--- src/design/rtch_pkg.sv ---
// Shared types and constants for the ray/triangle closest-hit block.
// Used by rtch_ctrl, rtch_dp and ray_triangle_closest_hit.
`default_nettype none
package rtch_pkg;

   localparam int DIST_BITS  = 31;
   localparam int UV_BITS    = 15;
   localparam int INST_BITS  = 16;
   localparam int PRIM_BITS  = 24;
   localparam int FIELD_BITS = 63;
   localparam int EPS_BITS   = 20;
   localparam int MIND_BITS  = 14;

   localparam logic [EPS_BITS-1:0]  EPS_RESET  = 20'd26844;
   localparam logic [MIND_BITS-1:0] MIND_RESET = 14'd2;
   localparam logic [DIST_BITS-1:0] DIST_MAX   = {DIST_BITS{1'b1}};

   // request tdata layout, lowest bit first
   localparam int SD_LSB   = 0;
   localparam int ORG_LSB  = SD_LSB + DIST_BITS;
   localparam int DIR_LSB  = ORG_LSB + FIELD_BITS;
   localparam int VA_LSB   = DIR_LSB + FIELD_BITS;
   localparam int VB_LSB   = VA_LSB + FIELD_BITS;
   localparam int VC_LSB   = VB_LSB + FIELD_BITS;
   localparam int INST_LSB = VC_LSB + FIELD_BITS;
   localparam int PRIM_LSB = INST_LSB + INST_BITS;
   localparam int REQ_DATA_BITS = 392;
   localparam int RSP_DATA_BITS = 104;

   localparam int CSR_INDEX_BITS = 1;
   localparam int CSR_DATA_BITS  = EPS_BITS;
   localparam logic [CSR_INDEX_BITS-1:0] CSR_PARALLEL_EPSILON = 1'd0;
   localparam logic [CSR_INDEX_BITS-1:0] CSR_MIN_DISTANCE     = 1'd1;

   localparam int CNT_BITS = 5;

   typedef enum logic [3:0] {
      OP_NONE,
      OP_LOAD,
      OP_H1,
      OP_H2,
      OP_Q1,
      OP_Q2,
      OP_DET,
      OP_NU,
      OP_NV,
      OP_NT,
      OP_CHECK,
      OP_DIV_START,
      OP_DIV_STEP,
      OP_UPDATE,
      OP_OUT
   } op_type;

   typedef struct packed {
      op_type op;
   } cmd_type;

   typedef struct packed {
      logic pass;
   } status_type;

endpackage
`default_nettype wire

--- src/design/rtch_ctrl.sv ---
// Sequencer for the ray/triangle test: steps the datapath through products,
// check, division and update, and owns the response valid. Uses rtch_pkg.
`default_nettype none
module rtch_ctrl (
   input  logic                 clock,
   input  logic                 reset,
   input  logic                 req_tvalid,
   output logic                 req_tready,
   output logic                 rsp_tvalid,
   input  logic                 rsp_tready,
   output rtch_pkg::cmd_type    cmd,
   input  rtch_pkg::status_type status
);
   import rtch_pkg::*;

   typedef enum logic [2:0] {
      S_IDLE,
      S_CALC,
      S_CHECK,
      S_DECIDE,
      S_DIV,
      S_UPDATE,
      S_OUT
   } state_type;

   localparam logic [2:0]          CALC_LAST = 3'd7;
   localparam logic [CNT_BITS-1:0] DIV_LAST  = CNT_BITS'(DIST_BITS - 1);

   state_type           state_ff, state_in;
   logic [CNT_BITS-1:0] cnt_ff, cnt_in;
   logic                rsp_valid_ff, rsp_valid_in;

   always_comb begin
      state_in     = state_ff;
      cnt_in       = cnt_ff;
      rsp_valid_in = rsp_valid_ff && !rsp_tready;
      cmd.op       = OP_NONE;
      case (state_ff)
         S_IDLE: begin
            if (req_tvalid) begin
               cmd.op   = OP_LOAD;
               cnt_in   = '0;
               state_in = S_CALC;
            end
         end
         S_CALC: begin
            case (cnt_ff[2:0])
               3'd0:    cmd.op = OP_H1;
               3'd1:    cmd.op = OP_H2;
               3'd2:    cmd.op = OP_Q1;
               3'd3:    cmd.op = OP_Q2;
               3'd4:    cmd.op = OP_DET;
               3'd5:    cmd.op = OP_NU;
               3'd6:    cmd.op = OP_NV;
               default: cmd.op = OP_NT;
            endcase
            cnt_in = cnt_ff + 1'b1;
            if (cnt_ff[2:0] == CALC_LAST) begin
               state_in = S_CHECK;
            end
         end
         S_CHECK: begin
            cmd.op   = OP_CHECK;
            state_in = S_DECIDE;
         end
         S_DECIDE: begin
            if (status.pass) begin
               cmd.op   = OP_DIV_START;
               cnt_in   = '0;
               state_in = S_DIV;
            end else begin
               state_in = S_OUT;
            end
         end
         S_DIV: begin
            cmd.op = OP_DIV_STEP;
            cnt_in = cnt_ff + 1'b1;
            if (cnt_ff == DIV_LAST) begin
               state_in = S_UPDATE;
            end
         end
         S_UPDATE: begin
            cmd.op   = OP_UPDATE;
            state_in = S_OUT;
         end
         S_OUT: begin
            // hold until the output register is free
            if (!rsp_valid_ff || rsp_tready) begin
               cmd.op       = OP_OUT;
               rsp_valid_in = 1'b1;
               state_in     = S_IDLE;
            end
         end
         default: state_in = S_IDLE;
      endcase
   end

   always_ff @(posedge clock) begin
      if (reset) begin
         state_ff     <= S_IDLE;
         cnt_ff       <= '0;
         rsp_valid_ff <= 1'b0;
      end else begin
         state_ff     <= state_in;
         cnt_ff       <= cnt_in;
         rsp_valid_ff <= rsp_valid_in;
      end
   end

   assign req_tready = (state_ff == S_IDLE);
   assign rsp_tvalid = rsp_valid_ff;

   a_out_hold: assert property (@(posedge clock) disable iff (reset)
      (state_ff == S_OUT && rsp_valid_ff && !rsp_tready) |=> state_ff == S_OUT)
      else $error("result dropped while output register busy");
   a_reject: assert property (@(posedge clock) disable iff (reset)
      (state_ff == S_DECIDE && !status.pass) |=> state_ff == S_OUT)
      else $error("rejected test did not skip the divider");
   a_div_end: assert property (@(posedge clock) disable iff (reset)
      (state_ff == S_DIV && cnt_ff == DIV_LAST) |=> state_ff == S_UPDATE)
      else $error("divider did not end after its last step");
   a_busy: assert property (@(posedge clock) disable iff (reset)
      (state_ff == S_IDLE && req_tvalid) |=> (state_ff == S_CALC && cnt_ff == '0))
      else $error("accepted request did not start the product sequence");

endmodule
`default_nettype wire

--- config.mk ---
export PLATFORM = sky130hd
export DESIGN_NAME = rtch_ctrl
export DESIGN_NICKNAME = d
export VERILOG_FILES = /design/src/design/rtch_pkg.sv /design/src/design/rtch_ctrl.sv
export SDC_FILE = /design/constraint.sdc
export NUM_CORES = 1
export LEC_CHECK = 0
export ABC_AREA = 1
export ABC_CLOCK_PERIOD_IN_PS = 1500
export BUFFER_PORTS_ARGS = -buffer_cell sky130_fd_sc_hd__buf_4
export CAP_MARGIN = 40
export CORE_MARGIN = 2
export CORE_UTILIZATION = 25
export DETAILED_ROUTE_END_ITERATION = 6
export PLACE_DENSITY_LB_ADDON = 0.12
export SYNTH_ARGS = -nofsm -noshare
export SYNTH_HDL_FRONTEND = slang
export SYNTH_SLANG_ARGS = --single-unit
--- constraint.sdc ---
create_clock -name clock -period 1.5 [get_ports clock]
set_input_delay 0.15 -clock clock [delete_from_list [all_inputs] [get_ports clock]]
set_output_delay 0.15 -clock clock [all_outputs]
set_load 0.05 [all_outputs]
## Word level (Yosys, flattened, before mapping)

Index checks and enable logic that the tools add are counted.

| operators by class | value |
|---|---|
| multiplexer cells | 16 |
| reduce and logical (&&, ||, !) cells | 10 |
| add/sub/neg operators | 1 |
| equal/unequal tests | 19 |

Operators with widths:

| operator | count |
|---|---|
| 4-bit one-hot mux with 7 select lines | 2 |
| 3-bit equality test, second input constant | 7 |
| 3-bit one-hot mux with 7 select lines | 1 |
| 5-bit one-hot mux with 3 select lines | 1 |
| 3-bit by 2-bit equality test with 1-bit output, second input constant | 4 |
| 3-bit 2-to-1 mux | 4 |
| 5-bit 2-to-1 mux | 2 |
| 2-bit inequality test, second input constant | 5 |
| 4-bit 2-to-1 mux | 2 |
| 3-bit by 1-bit equality test with 1-bit output, second input constant | 2 |
| 3-bit zero test | 2 |
| 5-bit by 1-bit adder with 5-bit output, second input constant | 1 |
| 5-bit equality test, second input constant | 1 |
| 4-bit AND reduction | 1 |
| 1-bit 2-to-1 mux | 3 |
| 3-bit AND reduction | 1 |
| 3-bit nonzero test | 1 |
| 1-bit zero test | 2 |
| 2-bit 2-to-1 mux | 1 |
| 2-bit OR reduction | 1 |
| 1-bit logical AND | 1 |
| 1-bit logical OR | 1 |

| storage, ports and cells | value |
|---|---|
| input bits | 5 |
| bits in registers | 9 |
| logic and storage cells | 49 |

## Longest topological paths before layout

Gate-level depths: netlist of run 1.

| logic depth | value |
|---|---|
| depth after elaboration | 4 |
| mapped depth | 9 |

## Worst setup path before layout of run 1

Ideal clock, no wire load.

| timing path | value |
|---|---|
| path kind | reg-to-output |
| from | register cnt_ff[1] |
| to | output port cmd[0] (netlist bit) |
| path slack | -0.090 ns |
| stages on the path, launching flop included | 10 |
| data required time | 1.350 ns |
| arrival | 1.440 ns |
| path through | dfxtp_1 -> inv_1 -> ha_1 -> nand2_1 -> o21ai_0 -> nor2_1 -> nand3_1 -> nand2_1 -> nand2_1 -> nand2_1 |

RTL lines:

| element | line | RTL |
|---|---|---|
| from (decl) | rtch_ctrl.sv:30 | `logic [CNT_BITS-1:0] cnt_ff, cnt_in;` |
| from (signal assigned) | rtch_ctrl.sv:105 | `cnt_ff <= cnt_in;` |
| to (decl) | rtch_ctrl.sv:11 | `output rtch_pkg::cmd_type cmd,` |

==> reports/qor.txt, run 1 <==
Hold Path Cell Cnt = 2
Number of buffers created by CTS = 3
CTS Sinks = 9
Initial Util = 0.268
Largest cells by area after synthesis = dfxtp_1 (24%), nand2_1 (15%), ha_1 (10%), a21oi_2 (7.0%), nand3_1 (6.7%)
CP top delay family = simple AND/OR/NAND/NOR gates
Xor-xnor portion of the synthesized cell area = 0.0116
Syn nets = 126
Critical Path RT = 1.35 ns
Sw frac = 0.500
Top-count cell post-synth = nand2_1
Outcome = finished with violations
Worst hold path type = in -> reg
Net switching power = 832 uW
Period utilisation layout = 1.16
Max Cap Viol = 0
DRT antenna net count = 0
Htree depth = 1
Total GRT Usage = 0.115
Worst EP arrival = 1.58 ns
Synth Area per Inst = 6.54 sq um
Antenna cells = 0
Worst slew margin = 0.792
Port Buffers = 10
Die Ht = 58.8 microns
Gp weighted congestion = 0.734
Cell mode on critical path = nand2_1
Util after Layout = 0.383
RSZ-0062 raised after global routing = true
DR WL/cell = 10.1 microns
First-pass detailed-route iteration total = 6
First-pass GRT wire length = 3080 microns
R2R Path End = state_ff[0]$_SDFFE_PP0P_
Power Dens Cells = 1550 nW/um^2
P_int = 831 uW
EDFF count, synth = 0
CP Cell Sequence = buf_6 > ha_4 > nand2_2 > nand2_1 > nor2_1 > nand3_1 > nand2_1 > nand2_1 > nand2_2 > buf_8
CTS tree = yes
Final hold viol count = 0
Clk slew on worst S/H paths = 0.06 ns
Multiplexer area fraction after synthesis = 0
# rows = 19
Residual DRC = 2
Routed WL = 1710 microns
Fillers = 319
Synth warnings = 0
Largest family of logic cells by synthesized area = simple AND/OR/NAND/NOR gates
Final HPWL DP = 1380 microns
# hold bufs at CTS = 0
CTS root buf = clkbuf_4
Final hold slack = 0.135 ns
Die Width = 58.8 microns
Synth Area in Compound Gates = 0.148
Detailed-route via count = 757
Synth Area in Simple Gates = 0.406
Max Clock Skew = 0.00282 ns
Seq pwr share = 0.208
Max stage delay on crit path = 0.33 ns
Async S/R FF share, synth = 0
Levels on crit path = 10
Endpoint class of the critical path = output port
Grt ovf = 0
Detailed Route Iter0 Violations = 22
Critical-path top delay cell = dfxtp_2
Synth Register Bits = 9
Max VDD drop = 518 uV
Initial antenna violation count = 0
P_leak = 0.000493 uW
Gate Count Post-Synth = 115
Measured slew at the worst slew-check pin = 0.311 ns
Final worst slack = -0.235 ns
Detail-routed via count per cell = 4.45
Violated checks = design-rule violations, negative setup slack
Synth top area share = 0.240
Worst Hold End = cnt_ff[0]$_SDFFE_PP0P_
Post-synth top flop = dfxtp_1
Area leader, netlist = dfxtp_1
Top post-synthesis cells by count = nand2_1 (31), inv_1 (13), nand3_1 (10), nor2_1 (10), dfxtp_1 (9)
# nets final = 151
Seq/Total Area, Yosys = 0.240
Clock network fraction of total power = 0.115
Finished Cell Area = 1070 sq um
R2R Setup Slk = 0.05 ns
Largest net degree at the start of global routing = 10
Boundary pin count = 11
Minimum clock period = 1.73 ns
Ratio of cells with drive above 1 in the final layout = 0.446
Layout area overhead = 42.8%
Reg2Reg Depth = 10
CP bufs+invs = 2
Gate power share = 0.677
Yosys cell types = 22
DP Area = 927 sq um
Worst hold start = reset
Adder-cell share of the synthesized area = 0.0998
Max Freq = 576 MHz
Vias in the first global route = 731
Mapped cell area = 752 sq um
Pins over their slew limit = 0
Worst setup SP type = flip-flop
CP Class = reg -> out
Critical Path Fanout Max = 3
Die Area = 3460 sq um
Worst r2r src = cnt_ff[1]$_SDFFE_PP0P_
Max Root-Sink Buffers = 2
Final setup viols = 4
Total core area = 2810 sq um
Clock Latency Late Sink = 0.26 ns
-- cells in the final DEF, fill, tap and decap left out --
cell type	Yosys	layout
a21o_1	1	1
a21oi_1	5	5
a21oi_2	6	6
a31o_2	1	1
buf_4	1	17
buf_6	0	3
buf_8	0	2
clkbuf_1	1	1
clkbuf_4	0	3
dfxtp_1	9	7
dfxtp_2	0	1
dfxtp_4	0	1
ha_1	6	2
ha_4	0	4
inv_1	13	10
inv_2	3	5
inv_6	0	1
nand2_1	31	28
nand2_2	5	8
nand3_1	10	9
nand3_2	1	2
nand3b_2	1	1
nand4_1	1	1
nor2_1	10	10
nor2_2	5	5
nor2_4	1	1
o21a_1	1	1
o21ai_1	0	1
o21ai_2	0	1
xnor2_1	1	1
-- worst max-delay path by stage --
stage	end	start	slack, ns
after global routing	cmd[3]	cnt_ff[0]$_SDFFE_PP0P_	-0.34
final	cmd[3]	cnt_ff[1]$_SDFFE_PP0P_	-0.23
after detailed placement	cmd[0]	cnt_ff[0]$_SDFFE_PP0P_	-0.07
after CTS	cmd[0]	cnt_ff[1]$_SDFFE_PP0P_	-0.24
after global placement	cmd[0]	cnt_ff[0]$_SDFFE_PP0P_	-0.03
after floorplan	cmd[1]	cnt_ff[1]$_SDFFE_PP0P_	0.02
-- registers in the layout, summed over array words and instances (netlist names) --
signal / flops
rsp_tvalid: 1
state_ff: 3
cnt_ff: 5
-- power groups by stage --
stage | registers [uW] | clock network, uW | logic [uW]
global route | 353 | 209 | 1240
finish | 347 | 191 | 1130
detailed placement | 327 | 0 | 985
CTS | 342 | 197 | 1120
floorplan | 325 | 0 | 697
global placement | 326 | 0 | 989
-- worst register-to-register path: stages (launching register included) --
cell,delay (ns)
dfxtp_2,0.33
buf_6,0.13
ha_4,0.16
buf_4,0.14
ha_1,0.17
inv_1,0.05
nand3_1,0.09
nand2_1,0.10
inv_1,0.06
nand3_1,0.07
a21oi_1,0.06
-- stage by stage --
step / std cells / setup WS [ns] / TNS [ns] / total power, uW
finish: 170 / -0.235 / -0.781 / 1660
global route: 170 / -0.340 / -1.24 / 1810
CTS: 170 / -0.243 / -0.806 / 1660
detailed placement: 163 / -0.0666 / -0.185 / 1310
global placement: 163 / -0.0334 / -0.0806 / 1320
floorplan: 115 / 0.0245 / 0 / 1020
-- cells by family after synthesis --
kind of cell | count (synthesis)
simple gates | 65
flops | 9
xor+xnor | 1
compound gates | 16
buf+inv | 18
fa+ha+maj | 6
-- final cells by class --
type / instances / area (sq um) / area share
multi-input cells: 88 / 567 / 0.528
well taps: 31 / 38.8 / 0.0361
inverters: 16 / 65.1 / 0.0606
flip-flops and latches: 9 / 185 / 0.172
repair buffers: 22 / 191 / 0.178
clock buffers: 4 / 26.3 / 0.0245
-- metal layers --
layer | GRT usage | part of all wire
met1 | 0.156 | 0.51
met2 | 0.178 | 0.43
met3 | 0.0132 | 0.051
met4 | 0.0584 | 0.0099
met5 | 0 | 0
-- timing repair --
item / in CTS / in global routing
pin swaps: 6 / 10
resized for setup: 23 / 5
endpoints found under the setup margin: 6 / 7
setup buffers: 3 / 0
Note: power is estimated with default switching activity, not from simulation.
==> run 2: changes to the inputs <==
--- a/config.mk
+++ b/config.mk
@@ -9,7 +9,6 @@
 export ABC_CLOCK_PERIOD_IN_PS = 1500
 export BUFFER_PORTS_ARGS = -buffer_cell sky130_fd_sc_hd__buf_4
 export CAP_MARGIN = 40
-export CORE_MARGIN = 2
 export CORE_UTILIZATION = 25
 export DETAILED_ROUTE_END_ITERATION = 6
 export PLACE_DENSITY_LB_ADDON = 0.12
==> reports/qor.txt, run 2 (synthesis gave the netlist of run 1 again) <==
Outcome = finished with violations
Violated checks = design-rule violations, negative setup slack
Worst slew margin = 0.798
Largest net degree at the start of global routing = 10
Max Cap Viol = 0
RSZ-0062 raised after global routing = true
CP bufs+invs = 2
Wire length on met1 = 914 microns
Minimum clock period = 1.75 ns
Pins over their slew limit = 0
Final hold viol count = 0
Die Width = 56.8 microns
Die Ht = 56.8 microns
Detail-routed via count per cell = 4.63
CTS tree = yes
Commonest cells after routing, fill and taps aside = nand2_1 (25), buf_4 (17), nand2_2 (11)
Period utilisation layout = 1.17
Residual DRC = 2
Number of buffers created by CTS = 3
Grt ovf = 0
Detailed Route Iter0 Violations = 22
# nets final = 151
Levels on crit path = 8
Max Root-Sink Buffers = 2
CTS Sinks = 9
Clock Latency Late Sink = 0.26 ns
First-pass detailed-route iteration total = 6
Worst hold path type = in -> reg
Total GRT Usage = 0.124
Max FFs per register = 5
Critical Path Fanout Max = 3
Gp weighted congestion = 0.724
CP Class = reg -> out
Reg2Reg Depth = 10
R2R Setup Slk = 0.02 ns
Port Buffers = 10
Vias in the first global route = 708
CP startpoint = cnt_ff[1]$_SDFFE_PP0P_
Final setup viols = 4
Metal2 WL = 789 microns
Critical Path End = cmd[1]
Worst setup SP type = flip-flop
Critical-path top delay cell = dfxtp_2
Max VDD drop = 418 uV
Layout area overhead = 46.1%
Worst r2r src = cnt_ff[1]$_SDFFE_PP0P_
Endpoint class of the critical path = output port
Ratio of cells with drive above 1 in the final layout = 0.511
Htree depth = 1
Total core area = 2810 sq um
First-pass GRT wire length = 3110 microns
CP Cell Sequence = buf_6 > ha_4 > nand2_2 > nand2_2 > nor2_2 > nand3_2 > a21o_1 > buf_6
Most common cell after layout, fill and taps aside = nand2_1
R2R Path End = state_ff[0]$_SDFFE_PP0P_
Routed WL = 1810 microns
Clk slew on worst S/H paths = 0.07 ns
Max Clock Skew = 0.00835 ns
Boundary pin count = 11
CTS root buf = clkbuf_4
Detailed-route via count = 787
# hold bufs at CTS = 0
P_leak = 0.000496 uW
# rows = 19
DRT antenna net count = 0
Worst slack, placed = -0.0592 ns
Max Freq = 571 MHz
Util after Layout = 0.392
Measured slew at the worst slew-check pin = 0.303 ns
DR WL/cell = 10.7 microns
Largest Register = cnt_ff
Power Dens Cells = 1560 nW/um^2
Final HPWL DP = 1340 microns
DR top layer = met4
Die Area = 3230 sq um
Initial antenna violation count = 0
Final worst slack = -0.252 ns
Antenna cells = 0
Met3 WL post-DR = 63 microns
Initial Util = 0.268
Max stage delay on crit path = 0.34 ns
CP top delay family = simple AND/OR/NAND/NOR gates
Worst EP arrival = 1.60 ns
Critical Path RT = 1.35 ns
[run 2: changes by cell type in the layout (fill, tap and decap cells not counted), moves of 2 or more]
| cell | change |
|---|---|
| nand2_1 | -3 |
| nand2_2 | +3 |
| nor2_1 | -2 |
| nor2_2 | +2 |
[run 2: final cells by class]
class,count,area (sq um)
fill,321,1710
clock buffer,4,26.3
sequential,9,186
multi-input combinational,88,588
timing repair buffer,22,191
inverter,16,67.6
tap,31,38.8
[run 2: worst min-delay path by stage]
| stage | from | to | slack (ns) | cells after the start |
|---|---|---|---|---|
| after floorplan | rsp_tready | rsp_tvalid$_SDFF_PP0_ | 0.38 | 3 |
| after global placement | reset | cnt_ff[2]$_SDFFE_PP0P_ | 0.42 | 2 |
| after detailed placement | reset | cnt_ff[1]$_SDFFE_PP0P_ | 0.42 | 2 |
| after CTS | reset | cnt_ff[1]$_SDFFE_PP0P_ | 0.12 | 2 |
| after global routing | reset | cnt_ff[1]$_SDFFE_PP0P_ | 0.13 | 2 |
| final | reset | cnt_ff[1]$_SDFFE_PP0P_ | 0.13 | 2 |
[run 2: layer usage]
layer | up-vias | GRT usage
met5 | - | 0
li1 | 411 | -
met3 | 6 | 0.0138
met1 | 350 | 0.172
met4 | 0 | 0.0732
met2 | 20 | 0.185
[run 2: repair_timing]
action,in CTS,in global routing
setup buffers,3,0
pin swaps,6,7
gates resized for setup,23,15
setup endpoints to repair,6,7
[run 2: power breakdown]
part | internal (uW) | leakage, uW | total, uW | switching (uW)
sequential | 283 | 0.0000747 | 352 | 68.6
combinational | 466 | 0.000407 | 1170 | 704
clock | 103 | 0.0000150 | 192 | 89.7
[run 2: stage by stage]
step	setup TNS (ns)	instances	power (uW)	instance area, sq um	hold slack (ns)
after floorplan	0	115	1020	757	0.378
after global placement	-0.0811	163	1310	927	0.418
after detailed placement	-0.161	163	1310	927	0.415
after CTS	-0.810	170	1670	1060	0.120
after global routing	-1.37	170	1850	1100	0.129
final	-0.876	170	1710	1100	0.127
==> run 3: changes to the inputs <==
--- a/config.mk
+++ b/config.mk
@@ -5,13 +5,14 @@
 export SDC_FILE = /design/constraint.sdc
 export NUM_CORES = 1
 export LEC_CHECK = 0
-export ABC_AREA = 1
+export ABC_AREA = 0
 export ABC_CLOCK_PERIOD_IN_PS = 1500
 export BUFFER_PORTS_ARGS = -buffer_cell sky130_fd_sc_hd__buf_4
 export CAP_MARGIN = 40
 export CORE_UTILIZATION = 25
 export DETAILED_ROUTE_END_ITERATION = 6
 export PLACE_DENSITY_LB_ADDON = 0.12
+export REMOVE_ABC_BUFFERS = 1
 export SYNTH_ARGS = -nofsm -noshare
 export SYNTH_HDL_FRONTEND = slang
 export SYNTH_SLANG_ARGS = --single-unit
==> reports/qor.txt, run 3 <==
Outcome = finished with violations
Pwr Total = 718 uW
Worst setup SP type = flip-flop
Multiplexer area fraction after synthesis = 0.0290
Final HPWL DP = 1240 microns
Final worst slack = -0.286 ns
Initial Util = 0.271
CTS root buf = clkbuf_4
Most common cell after layout, fill and taps aside = buf_4
Gp weighted congestion = 0.699
Synth Area per Inst = 8.11 sq um
# nets final = 125
Worst Hold End = state_ff[0]$_SDFFE_PP0P_
DR WL/cell = 12.6 microns
Clock network fraction of total power = 0.271
Max Cap Viol = 0
Reg2Reg Depth = 7
Async S/R FF share, synth = 0
Max Root-Sink Buffers = 2
Worst EP arrival = 1.64 ns
Port Buffers = 10
Seq. cell area = 185 sq um
Synth Area in Compound Gates = 0.285
Post-synth top flop = dfxtp_1
Final setup viols = 4
DP Area = 887 sq um
Worst r2r src = cnt_ff[0]$_SDFFE_PP0P_
Endpoint class of the critical path = output port
Total GRT Usage = 0.133
Placed Cells = 135
Top-count cell post-synth = dfxtp_1
Critical Path RT = 1.35 ns
Final hold slack = 0.0885 ns
Minimum clock period = 1.79 ns
Sw frac = 0.338
CTS Sinks = 9
RSZ-0062 raised after global routing = true
Multi-input logic area = 571 sq um
Top post-synthesis cells by count = dfxtp_1 (9), o21ai_0 (7), ha_1 (6), nor2_1 (6)
Largest Register = cnt_ff
Measured slew at the worst slew-check pin = 0.349 ns
Seq pwr share = 0.356
Net switching power = 243 uW
P_leak = 0.000417 uW
Power Dens Cells = 656 nW/um^2
Area leader, netlist = dfxtp_1
Layout Cells excl Fill = 143
Detail-routed via count per cell = 4.88
Die Area = 2970 sq um
Commonest cells after routing, fill and taps aside = buf_4 (21), buf_6 (8), dfxtp_1 (7)
Largest net degree at the start of global routing = 11
Layout area overhead = 58.6%
EDFF count, synth = 0
Detailed Route Iter0 Violations = 9
Fillers = 266
Die Ht = 54.5 microns
Grt ovf = 0
Clk slew on worst S/H paths = 0.07 ns
Violated checks = negative setup slack
Xor-xnor portion of the synthesized cell area = 0.0127
Detailed-route via count = 698
Largest family of logic cells by synthesized area = compound AO/OA/AOI/OAI gates
Final hold viol count = 0
Hold Path Cell Cnt = 2
Gate Count Post-Synth = 85
Critical Path Fanout Max = 5
CTS tree = yes
R2R Path End = state_ff[0]$_SDFFE_PP0P_
# rows = 18
Clock Latency Late Sink = 0.26 ns
Worst slew margin = 0.764
Finished Cell Area = 1090 sq um
Ratio of cells with drive above 1 in the final layout = 0.478
Synth Register Bits = 9
Worst hold start = reset
Period utilisation layout = 1.19
First-pass GRT wire length = 2810 microns
Number of buffers created by CTS = 3
Worst hold path type = in -> reg
Synth top area share = 0.261
Initial antenna violation count = 0
P_int = 475 uW
Util after Layout = 0.430
Synth warnings = 0
Die Width = 54.5 microns
Max Clock Skew = 0.00424 ns
Vias in the first global route = 661
# hold bufs at CTS = 0
Routed WL = 1810 microns
First-pass detailed-route iteration total = 4
Pins over their slew limit = 0
Total core area = 2540 sq um
Gate power share = 0.373
Max FFs per register = 5
Max VDD drop = 394 uV
Mapped cell area = 689 sq um
Synth Area in Simple Gates = 0.230
Adder-cell share of the synthesized area = 0.109
Htree depth = 1
Boundary pin count = 11
Largest cells by area after synthesis = dfxtp_1 (26%), ha_1 (11%), o21ai_0 (5.1%), o221ai_4 (3.8%), nor2_1 (3.3%)
Residual DRC = 0
Seq/Total Area, Yosys = 0.261
Yosys cell types = 36
DRT antenna net count = 0
Max Freq = 560 MHz
R2R Setup Slk = 0.03 ns
CP Class = reg -> out
Antenna cells = 0
==> run 3: cell types whose count changed after synthesis, moves of 4 or more <==
cell / previous run / this run
nand2_1: 31 / 5
inv_1: 13 / 5
nand3_1: 10 / 4
a21oi_2: 6 / 1
nand2_2: 5 / 0
nor2_2: 5 / 0
o21ai_0: 2 / 7
nor2_1: 10 / 6
nor3_1: 0 / 4
==> run 3: how the worst max path moves through the flow <==
stage	slack [ns]	start	endpoint	cells after the start
6_report	-0.29	cnt_ff[1]$_SDFFE_PP0P_	cmd[3]	7
3_3_place_gp	-0.23	cnt_ff[0]$_SDFFE_PP0P_	cmd[0]	7
3_5_place_dp	-0.24	cnt_ff[0]$_SDFFE_PP0P_	cmd[0]	7
4_1_cts	-0.30	cnt_ff[1]$_SDFFE_PP0P_	cmd[0]	7
5_1_grt	-0.37	cnt_ff[1]$_SDFFE_PP0P_	cmd[0]	7
2_1_floorplan	-0.74	cnt_ff[1]$_SDFFE_PP0P_	cmd[0]	6
==> run 3: cell families after synthesis <==
logic type,after synthesis
and+or+nand+nor,30
AOI/OAI and AO/OA,26
adders and majority gates,6
muxes,2
buffers and inverters,11
xor gates and xnor gates,1
DFF,9
==> run 3: timing repair <==
action / CTS / global route
pin swaps: 11 / 6
endpoints found under the setup margin: 6 / 6
hold endpoints to repair: 0 / 0
buffers inserted: 4 / 0
gates resized for setup: 27 / 9
==> run 3: metrics by stage <==
step	TNS, ns	worst slack (ns)
finish	-0.941	-0.286
global route	-1.30	-0.370
CTS	-0.962	-0.302
detailed placement	-0.525	-0.241
global placement	-0.586	-0.227
floorplan	-2.42	-0.742
==> run 3: routing by layer <==
metal | vias up | global-route usage | wire [microns]
met4 | 0 | 0.0385 | 21
met2 | 9 | 0.213 | 807
met5 | - | 0 | 0
met1 | 319 | 0.170 | 928
li1 | 366 | - | -
met3 | 4 | 0.0417 | 49
==> run 3: final cells by class <==
cell class                      instances  share of cell area
Clock inverter                          1             0.00458
Inverter                                6              0.0229
Clock buffer                            3              0.0206
Tap cell                               30              0.0343
Multi-Input combinational cell         65               0.522
Sequential cell                         9               0.169
Timing Repair Buffer                   29               0.227
==> run 3: power groups by stage <==
stage                     clock (uW)  combinational, uW  sequential, uW
after floorplan                    0                113             262
after global placement             0                194             258
after detailed placement           0                195             258
after CTS                        205                253             256
after global routing             215                286             256
final                            195                268             255
==> run 3: critical path, stage by stage (launching register included) <==
cell and delay (ns):
dfxtp_2 0.34, buf_6 0.11, ha_4 0.15, buf_6 0.13, nor4_4 0.27, o221ai_2 0.12
nand3_1 0.09, buf_6 0.16
